--- src/rtl/u8dw_pkg.sv ---
package u8dw_pkg;

    // Widths of the stream and of the gathered sequence value
    localparam int unsigned ByteW  = 8;
    localparam int unsigned ValueW = 24;
    localparam int unsigned TotalW = 16;
    localparam int unsigned ExtraW = 2;
    localparam int unsigned LeftW  = 2;

    typedef logic [ValueW-1:0] seq_value_t;
    typedef logic [ExtraW-1:0] extra_t;
    typedef logic [TotalW-1:0] total_t;
    typedef logic [LeftW-1:0]  left_t;

    // Continuation bytes still expected after a lead byte
    localparam left_t LEFT_NONE  = 2'd0;
    localparam left_t LEFT_ONE   = 2'd1;
    localparam left_t LEFT_TWO   = 2'd2;
    localparam left_t LEFT_THREE = 2'd3;

    // Extra display spaces
    localparam extra_t EXTRA_ONE   = 2'd1;
    localparam extra_t EXTRA_TWO   = 2'd2;
    localparam extra_t EXTRA_THREE = 2'd3;

    localparam total_t TOTAL_MAX = 16'hFFFF;

    // Range table bounds, big-endian sequence values
    localparam seq_value_t R1_LO  = 24'h00C2A0;
    localparam seq_value_t R1_HI  = 24'h00C3BF;
    localparam seq_value_t R2_LO  = 24'h00CDB0;
    localparam seq_value_t R2_HI  = 24'h00CFBF;
    localparam seq_value_t R3_LO  = 24'hE38299;
    localparam seq_value_t R3_HI  = 24'hE3829C;
    localparam seq_value_t R4_LO  = 24'hE2BA80;
    localparam seq_value_t R4_HI  = 24'hEA938F;
    localparam seq_value_t R5_LO  = 24'hEAB080;
    localparam seq_value_t R5_HI  = 24'hED9EAF;
    localparam seq_value_t R6_LO  = 24'hEDA080;
    localparam seq_value_t R6_HI  = 24'hEFB7BF;
    localparam seq_value_t R7_LO  = 24'hEFB8B0;
    localparam seq_value_t R7_HI  = 24'hEFB9AF;
    localparam seq_value_t R8_LO  = 24'hEFBC80;
    localparam seq_value_t R8_HI  = 24'hEFBFAF;
    localparam seq_value_t R8W_LO = 24'hEFBDA5;
    localparam seq_value_t R8W_HI = 24'hEFBF9C;

endpackage

--- src/rtl/utf8_extra_display_width_unit.sv ---
// UTF-8 extra display width counter. Bytes of a string enter one per transaction on the
// s_ channel; the byte with s_end_of_string high closes the string and produces one
// transaction on the m_ channel carrying the summed extra display spaces of all completed
// multibyte sequences, saturated at 65535. The sequence state and running total are
// updated at acceptance, the range lookup and saturating add sit between those registers,
// and the total is held in an output register, so a byte is accepted every cycle unless
// that output register is full and m_ready is low. A result appears on m_ in the cycle
// after its last byte is accepted. Invalid lead bytes count as plain bytes, continuation
// bytes are not checked, and a sequence cut short by the end of the string adds nothing.
module utf8_extra_display_width_unit (
    input  logic                   aclk,
    input  logic                   aresetn,
    input  logic                   s_valid,
    output logic                   s_ready,
    input  logic [7:0]             s_data_byte,
    input  logic                   s_end_of_string,
    output logic                   m_valid,
    input  logic                   m_ready,
    output u8dw_pkg::total_t       m_extra_total
);
    import u8dw_pkg::*;

    seq_value_t seq_value_reg, seq_value_next;
    logic       seq_four_reg, seq_four_next;
    left_t      bytes_left_reg, bytes_left_next;
    total_t     running_total_reg, running_total_next;
    logic       m_valid_reg, m_valid_next;
    total_t     m_extra_total_reg, m_extra_total_next;

    logic          s_accept;
    seq_value_t    shifted_value;
    extra_t        seq_extra;
    logic [TotalW:0] total_sum;
    total_t        total_sat;

    assign s_ready  = !m_valid_reg || m_ready;
    assign s_accept = s_valid && s_ready;
    assign m_valid       = m_valid_reg;
    assign m_extra_total = m_extra_total_reg;

    // Append the incoming byte to the open sequence
    assign shifted_value = {seq_value_reg[ValueW-ByteW-1:0], s_data_byte};

    u8dw_extra u_extra (
        .seq_value (shifted_value),
        .seq_four  (seq_four_reg),
        .extra     (seq_extra)
    );

    // Saturating add of the completed sequence's extra spaces
    assign total_sum = {1'b0, running_total_reg} + {{(TotalW+1-ExtraW){1'b0}}, seq_extra};
    assign total_sat = total_sum[TotalW] ? TOTAL_MAX : total_sum[TotalW-1:0];

    // Advance sequence state and total for each accepted transaction
    always_comb begin
        seq_value_next     = seq_value_reg;
        seq_four_next      = seq_four_reg;
        bytes_left_next    = bytes_left_reg;
        running_total_next = running_total_reg;
        m_valid_next       = m_valid_reg && !m_ready;
        m_extra_total_next = m_extra_total_reg;

        if (s_accept) begin
            if (bytes_left_reg != LEFT_NONE) begin
                bytes_left_next = bytes_left_reg - LEFT_ONE;
                if (bytes_left_reg == LEFT_ONE) begin
                    running_total_next = total_sat;
                    seq_value_next     = '0;
                    seq_four_next      = 1'b0;
                end else begin
                    seq_value_next = shifted_value;
                end
            end else begin
                seq_value_next = {{(ValueW-ByteW){1'b0}}, s_data_byte};
                seq_four_next  = 1'b0;
                if (s_data_byte[7:5] == 3'b110) begin
                    bytes_left_next = LEFT_ONE;
                end else if (s_data_byte[7:4] == 4'b1110) begin
                    bytes_left_next = LEFT_TWO;
                end else if (s_data_byte[7:3] == 5'b11110) begin
                    bytes_left_next = LEFT_THREE;
                    seq_four_next   = 1'b1;
                end else begin
                    // Single byte or invalid lead: nothing to track
                    seq_value_next = seq_value_reg;
                end
            end

            // Emit the total on the last byte and clear all state
            if (s_end_of_string) begin
                m_valid_next       = 1'b1;
                m_extra_total_next = running_total_next;
                running_total_next = '0;
                seq_value_next     = '0;
                seq_four_next      = 1'b0;
                bytes_left_next    = LEFT_NONE;
            end
        end
    end

    // Hold control state under reset
    always_ff @(posedge aclk) begin
        if (!aresetn) begin
            seq_value_reg     <= '0;
            seq_four_reg      <= 1'b0;
            bytes_left_reg    <= LEFT_NONE;
            running_total_reg <= '0;
            m_valid_reg       <= 1'b0;
        end else begin
            seq_value_reg     <= seq_value_next;
            seq_four_reg      <= seq_four_next;
            bytes_left_reg    <= bytes_left_next;
            running_total_reg <= running_total_next;
            m_valid_reg       <= m_valid_next;
        end
    end

    // Result payload needs no reset
    always_ff @(posedge aclk) begin
        m_extra_total_reg <= m_extra_total_next;
    end

`ifndef SYNTHESIS
    a_stall_only_when_full: assert property (@(posedge aclk) disable iff (!aresetn)
        !s_ready |-> m_valid_reg)
        else $error("input stalled while output register empty");

    a_last_clears_state: assert property (@(posedge aclk) disable iff (!aresetn)
        (s_valid && s_ready && s_end_of_string) |=>
            (m_valid_reg && bytes_left_reg == LEFT_NONE && running_total_reg == '0))
        else $error("state not cleared after last byte");

    a_total_monotonic: assert property (@(posedge aclk) disable iff (!aresetn)
        (s_valid && s_ready && !s_end_of_string) |=>
            (running_total_reg >= $past(running_total_reg)))
        else $error("running total decreased within a string");

    a_four_only_open: assert property (@(posedge aclk) disable iff (!aresetn)
        seq_four_reg |-> (bytes_left_reg != LEFT_NONE))
        else $error("four-byte flag set with no open sequence");
`endif

endmodule

--- src/rtl/u8dw_extra.sv ---
module u8dw_extra (
    input  u8dw_pkg::seq_value_t seq_value,
    input  logic                 seq_four,
    output u8dw_pkg::extra_t     extra
);
    import u8dw_pkg::*;

    // Look up the extra spaces of a completed sequence, first matching range wins
    always_comb begin
        if (seq_four) begin
            extra = EXTRA_TWO;
        end else if (seq_value >= R1_LO && seq_value <= R1_HI) begin
            extra = EXTRA_ONE;
        end else if (seq_value >= R2_LO && seq_value <= R2_HI) begin
            extra = EXTRA_ONE;
        end else if (seq_value >= R3_LO && seq_value <= R3_HI) begin
            extra = EXTRA_THREE;
        end else if (seq_value >= R4_LO && seq_value <= R4_HI) begin
            extra = EXTRA_ONE;
        end else if (seq_value >= R5_LO && seq_value <= R5_HI) begin
            extra = EXTRA_ONE;
        end else if (seq_value >= R6_LO && seq_value <= R6_HI) begin
            extra = EXTRA_ONE;
        end else if (seq_value >= R7_LO && seq_value <= R7_HI) begin
            extra = EXTRA_ONE;
        end else if (seq_value >= R8_LO && seq_value <= R8_HI) begin
            if (seq_value >= R8W_LO && seq_value <= R8W_HI) begin
                extra = EXTRA_TWO;
            end else begin
                extra = EXTRA_ONE;
            end
        end else begin
            extra = EXTRA_TWO;
        end
    end

endmodule
--- config.mk ---
export PLATFORM = sky130hd
export DESIGN_NAME = utf8_extra_display_width_unit
export DESIGN_NICKNAME = d
export VERILOG_FILES = /design/src/rtl/u8dw_pkg.sv /design/src/rtl/utf8_extra_display_width_unit.sv /design/src/rtl/u8dw_extra.sv
export SDC_FILE = /design/constraint.sdc
export NUM_CORES = 1
export LEC_CHECK = 0
export BUFFER_PORTS_ARGS = -buffer_cell sky130_fd_sc_hd__buf_2
export CORE_UTILIZATION = 64
export DETAILED_ROUTE_END_ITERATION = 12
export HOLD_SLACK_MARGIN = 0.03
export PLACE_DENSITY = 0.89
export REMOVE_ABC_BUFFERS = 1
export SLEW_MARGIN = 20
export SYNTH_ARGS = -nofsm -noshare
export SYNTH_HDL_FRONTEND = slang
export SYNTH_SLANG_ARGS = --single-unit
export TNS_END_PERCENT = 10
--- constraint.sdc ---
create_clock -name aclk -period 5.4 [get_ports aclk]
set_input_delay 0.27 -clock aclk [delete_from_list [all_inputs] [get_ports aclk]]
set_output_delay 0.27 -clock aclk [all_outputs]
set_load 0.005 [all_outputs]
== Yosys cells after proc, flatten, opt, wreduce, memory -nomap -nowiden ==
Index checks and enable logic that the tools add are counted.

* Register bits after elaboration: 52
* Output and inout bits: 18
* Logic and storage cells: 83

* Add/subtract/negate cells: 2
* Magnitude comparators: 18
* Equal/unequal tests: 5
* Multiplexer cells: 33
* Reductions and logical operators: 19

{| class="wikitable"
|+ Operators by type and width
! operator !! number
|-
| 24-bit greater-or-equal comparator, second input constant || 7
|-
| 24-bit <= comparator, second input constant || 7
|-
| 16-bit 2-to-1 mux || 10
|-
| 24-bit by 16-bit greater-or-equal comparator with 1-bit output, second input constant || 2
|-
| 24-bit by 16-bit <= comparator with 1-bit output, second input constant || 2
|-
| 2-bit 2-to-1 mux || 15
|-
| 16-bit by 2-bit adder with 17-bit output || 1
|-
| 1-bit logical AND || 11
|-
| 1-bit 2-to-1 mux || 8
|-
| 2-bit AND reduction || 3
|-
| 5-bit == test, second input constant || 1
|-
| 5-bit nonzero test || 1
|-
| 4-bit == test, second input constant || 1
|-
| 3-bit == test, second input constant || 1
|-
| 3-bit by 2-bit inequality test with 1-bit output, second input constant || 1
|-
| 2-bit by 1-bit == test with 1-bit output, second input constant || 1
|-
| 1-bit zero test || 2
|-
| 2-bit nonzero test || 1
|-
| 2-bit by 1-bit subtractor with 2-bit output, second input constant || 1
|-
| 1-bit logical OR || 1
|}

== Depth between registers and ports, before layout ==
* Depth after elaboration: 17
* Mapped depth: 15
* Mapped depth without buffers: 13

== Hierarchy ==
A second synthesis with hierarchy kept.

* Cells, all modules: 377
* Area, all modules: 3166.8 µm²

{| class="wikitable"
|+ Modules (own cells, without submodules)
! module !! instances !! cells an instance !! area an instance (µm²) !! sequential area each (µm²)
|-
| utf8_extra_display_width_unit || 1 || 275 || 2543.7 || 1201.2
|-
| u8dw_extra || 1 || 102 || 623.1 || 0.0
|}

== Least setup slack after synthesis ==
No wires, ideal clock.

* Path type: reg-to-reg
* From: register seq_value_reg[3]
* To: register running_total_reg[2]
* Data arrival time: 3.048 ns
* Data required time: 5.281 ns
* Path slack: 2.234 ns
* Stages on the path, launching flop included: 15
* Buffers on the path: 2
* Period minus slack after synthesis: 3.166 ns
* Cells stage by stage: dfxtp_1 buf_4 nand2_4 nor4_2 or3b_1 a311oi_2 a41oi_2 ha_1 fa_1 nand4b_2 nor3_2 nand2_1 clkbuf_1 a21oi_1 o221a_2

* Longest elaborated chain between the ends: 17
* Elaborated cells between the ends (all ways): 42
* Classes of those cells: add/sub: 1; order compare: 18; mux: 14; reduce/logical: 9

{| class="wikitable"
|+ RTL lines
! item !! line !! source
|-
| from (decl) || utf8_extra_display_width_unit.sv:23 || <nowiki>seq_value_t seq_value_reg, seq_value_next;</nowiki>
|-
| from (signal assigned) || utf8_extra_display_width_unit.sv:110 || <nowiki>seq_value_reg <= seq_value_next;</nowiki>
|-
| 24-bit greater-or-equal comparator or 24-bit <= comparator (tied branches) || u8dw_extra.sv:27 || <nowiki>if (seq_value >= R8W_LO && seq_value <= R8W_HI) begin</nowiki>
|-
| 1-bit logical AND || u8dw_extra.sv:27 ||
|-
| 2-bit 2-to-1 mux || u8dw_extra.sv:27 ||
|-
| 2-bit 2-to-1 mux || u8dw_extra.sv:26 || <nowiki>end else if (seq_value >= R8_LO && seq_value <= R8_HI) begin</nowiki>
|-
| 2-bit 2-to-1 mux || u8dw_extra.sv:24 || <nowiki>end else if (seq_value >= R7_LO && seq_value <= R7_HI) begin</nowiki>
|-
| 2-bit 2-to-1 mux || u8dw_extra.sv:22 || <nowiki>end else if (seq_value >= R6_LO && seq_value <= R6_HI) begin</nowiki>
|-
| 2-bit 2-to-1 mux || u8dw_extra.sv:20 || <nowiki>end else if (seq_value >= R5_LO && seq_value <= R5_HI) begin</nowiki>
|-
| 2-bit 2-to-1 mux || u8dw_extra.sv:18 || <nowiki>end else if (seq_value >= R4_LO && seq_value <= R4_HI) begin</nowiki>
|-
| 2-bit 2-to-1 mux || u8dw_extra.sv:16 || <nowiki>end else if (seq_value >= R3_LO && seq_value <= R3_HI) begin</nowiki>
|-
| 2-bit 2-to-1 mux || u8dw_extra.sv:14 || <nowiki>end else if (seq_value >= R2_LO && seq_value <= R2_HI) begin</nowiki>
|-
| 2-bit 2-to-1 mux * || u8dw_extra.sv:12 || <nowiki>end else if (seq_value >= R1_LO && seq_value <= R1_HI) begin</nowiki>
|-
| 2-bit 2-to-1 mux * || u8dw_extra.sv:10 || <nowiki>if (seq_four) begin</nowiki>
|-
| 16-bit by 2-bit adder with 17-bit output * || utf8_extra_display_width_unit.sv:51 || <nowiki>assign total_sum = {1'b0, running_total_reg} + {{(TotalW+1-ExtraW){1'b0}}, seq_extra};</nowiki>
|-
| 16-bit 2-to-1 mux * || utf8_extra_display_width_unit.sv:52 || <nowiki>assign total_sat = total_sum[TotalW] ? TOTAL_MAX : total_sum[TotalW-1:0];</nowiki>
|-
| 16-bit 2-to-1 mux * || utf8_extra_display_width_unit.sv:66 || <nowiki>if (bytes_left_reg == LEFT_ONE) begin</nowiki>
|-
| 16-bit 2-to-1 mux * || utf8_extra_display_width_unit.sv:64 || <nowiki>if (bytes_left_reg != LEFT_NONE) begin</nowiki>
|-
| 16-bit 2-to-1 mux * || utf8_extra_display_width_unit.sv:90 || <nowiki>if (s_end_of_string) begin</nowiki>
|-
| to (signal assigned) || utf8_extra_display_width_unit.sv:113 || <nowiki>running_total_reg <= running_total_next;</nowiki>
|-
| to (decl) || utf8_extra_display_width_unit.sv:26 || <nowiki>total_t running_total_reg, running_total_next;</nowiki>
|}

Every way passes the cells marked *; elsewhere a longest branch is shown, timed or not.
A chain may end at the register's enable or synchronous reset.

== Worst setup path in the final report ==
* From: register seq_value_reg[7]
* To: register running_total_reg[13]

Same word-level chain as after synthesis.

==> impl_metrics.toml <==
[min_path]
hp-class = "primary input to register"

[logic_synthesis]
netlist_area_sq_um = 3330
yosysSeqAreaShare_pct = 36.1
synth_top_area_share_pct = 21.7
async_reset_ff_share_pct = 0
ys_warn_count = 0
synth-edff-count = 16
synth_top_area_cell = "dfxtp_1"
ys_seq_elements = 52
syn_avg_cell_area_sq_um = 8.89
synth_cell_types = 76
synth_top_flop_cell = "dfxtp_1"
synth_cells = 374
synth_area_leaders = "dfxtp_1 22%, edfxtp_1 14%, nand2_1 4.7%"

[pwr]
power_mw = 0.722
power.density_nw_per_um2 = 209
ir_drop_mv = 0.178
leakage_nw = 1.20

[cts]
post_cts.repair.setup_buffers = 0
cts_buffers = 5
clk_latency_ps = 320
cts-root-buf = "clkbuf_8"
cts.sinks = 52
clkTransAtPathRegs_ps = 90
clk_path_buf_depth = 2
ctsResizeCount = 0
htreeDepth = 2
cts_hold_buf = 0
cts_tree = "built"

[finish]
drive_above_1_share_pct = 16.6
multi_input_area_sq_um = 1910
syn_to_final_growth_pct = 4.06
nFillCells = 383
num_antenna_cells = 0
final_net_count = 395
seqCellArea_sq_um = 1200

[flow_run]
maxCapViolations = 0

[sta]
fin_crit_sh_pct = 74.6
fin_crit_ps = 4030
rsz0062_at_grt = "false"
slew_headroom_pct = 35.3
clock_skew_ps = 15.4
final-hold-violation-count = 0
fmax_ghz = 0.248
finalSetupTns_ps = 0
finalMaxSlewViolations = 0
finalSetupViolations = 0
tightest_slew_ps = 967

[drt]
post_drt_wl_per_cell_um = 17.8
drtIter0Drc = 321
dr.pass1.iters = 5
num_vias = 3072
drc_errors = 0
drt-total-wl_um = 7950
routed_via_density = 6.87
ant_nets = 0

[worst_setup_path]
cp.arrival_ps = 4230
crit_path_max_fanout = 21
r2r_slack_ps = 1370
worstPathRequired_ps = 5600
r2r_end = "running_total_reg[13]"
timing.rr.start = "seq_value_reg[7]"
worstSetupStartpointType = "register"
ff2ff_path_depth = 13
crit_end = "running_total_reg[13]"
critPathKind = "register to register"
critPathLaunch = "seq_value_reg[7]"
end_kind = "register"

[run_status]
outcome = "completed"

[floorplanning]
fp.dieW_um = 74.1
start_util_pct = 68.6
dieArea_sq_um = 5490
die_y_um = 74.1
rows = 25
core_region_area_sq_um = 4850
ios = 31

[grt]
grt_max_degree = 38
grt_pass1_wl_um = 12800
grt-ovfl-total = 0
grt_pass1_vias = 2695
antenna_found_initial = 0
grt.total_usage_pct = 30.5

[place]
port_buffers = 30
place_hpwl_um = 5570
gp_congestion = 0.998
## cells by family (layout without fill, tap and decap cells)
kind of cell	after synthesis	after routing	share of synthesized area [%]
flip-flops	52	52	36.1
adder cells (fa/ha/maj)	3	3	1.35
XOR/XNOR	8	8	2.11
multiplexers	3	3	0.941
AO/OA/AOI/OAI	98	98	23.3
buffers and inverters	39	45	6.32
AND/OR/NAND/NOR	171	171	29.9
## stage by stage
stage | hold WS [ps] | cell area (sq um) | worst slack (ps) | cells | util, %
3_3_place_gp | 490 | 3380 | 1530 | 439 | 69.6
5_1_grt | 252 | 3460 | 987 | 447 | 71.4
4_1_cts | 249 | 3460 | 1410 | 447 | 71.4
6_report | 251 | 3460 | 1370 | 447 | 71.4
3_5_place_dp | 523 | 3380 | 1460 | 439 | 69.6
2_1_floorplan | 398 | 3140 | 1870 | 342 | -
## how the worst min path moves through the flow
stage / from / endpoint / slack, ps / cells after the start
floorplan: aresetn / running_total_reg[0] / 400 / 1
global placement: seq_value_reg[14] / seq_value_reg[14] / 490 / 2
detailed placement: seq_value_reg[14] / seq_value_reg[14] / 520 / 2
CTS: s_data_byte[0] / seq_value_reg[0] / 250 / 3
global route: s_data_byte[0] / seq_value_reg[0] / 250 / 3
finish: s_data_byte[0] / seq_value_reg[0] / 250 / 3
## critical path, cell delays in order (launching register included)
cell and delay, ps:
dfxtp_1 550, and4b_1 420, and3_2 240, nor4bb_1 370, a311oi_2 100, a41oi_2 220, o31ai_1 160, fa_1 490
nand4b_2 190, nor3_2 90, nand2_1 470, nand2_1 100, mux2_1 310, a32o_1 210
## routing by layer
layer  up-vias  wire [um]  global-route usage [%]
li1       1421          -                       -
met1      1427       3190                    36.7
met2       187       3910                    52.0
met3        37        565                    5.56
met4         0        280                    16.0
met5         -          0                       0
## Yosys cell counts, types with 3 or more instances
cell      count
a21boi_0     11
a21boi_1     11
a21oi_1      12
a22oi_1       8
a31oi_1       7
and3_1        4
and3_2        3
and4b_1       7
buf_2        12
buf_4         5
buf_6         4
clkbuf_1     10
dfxtp_1      36
edfxtp_1     16
inv_1         7
nand2_1      42
nand3_1      26
nand4_1      12
nor2_1       16
nor2_2        3
nor2b_1      15
nor3_1        8
nor3_2        3
nor4_1        7
o211ai_1      5
o21ai_0      10
o221a_2       4
o31ai_1       4
xnor2_1       5
xor2_1        3
## power by group
group | internal [mW] | switching, mW | leakage (nW)
Clock | 0.0909 | 0.129 | 0.0412
Combinational | 0.0273 | 0.0527 | 0.719
Sequential | 0.411 | 0.0109 | 0.436
## final cells by class
cell class / count / area share, %
Timing Repair Buffer: 30 / 4.34
Tap cell: 67 / 2.42
Inverter: 7 / 0.759
Clock inverter: 2 / 0.362
Multi-Input combinational cell: 283 / 55.3
Sequential cell: 52 / 34.7
Clock buffer: 6 / 2.10
## layout by cell type, fill, tap and decap left out, types with 3 or more instances in the layout
master	count
nand2_1	42
dfxtp_1	36
buf_2	30
nand3_1	26
nor2_1	16
edfxtp_1	16
nor2b_1	15
nand4_1	12
a21oi_1	12
a21boi_0	11
a21boi_1	11
o21ai_0	10
nor3_1	8
a22oi_1	8
and4b_1	7
nor4_1	7
inv_1	7
a31oi_1	7
o211ai_1	5
xnor2_1	5
clkbuf_8	5
o31ai_1	4
and3_1	4
o221a_2	4
nor2_2	3
and3_2	3
xor2_1	3
nor3_2	3
Note: power is estimated with default switching activity, not from simulation.
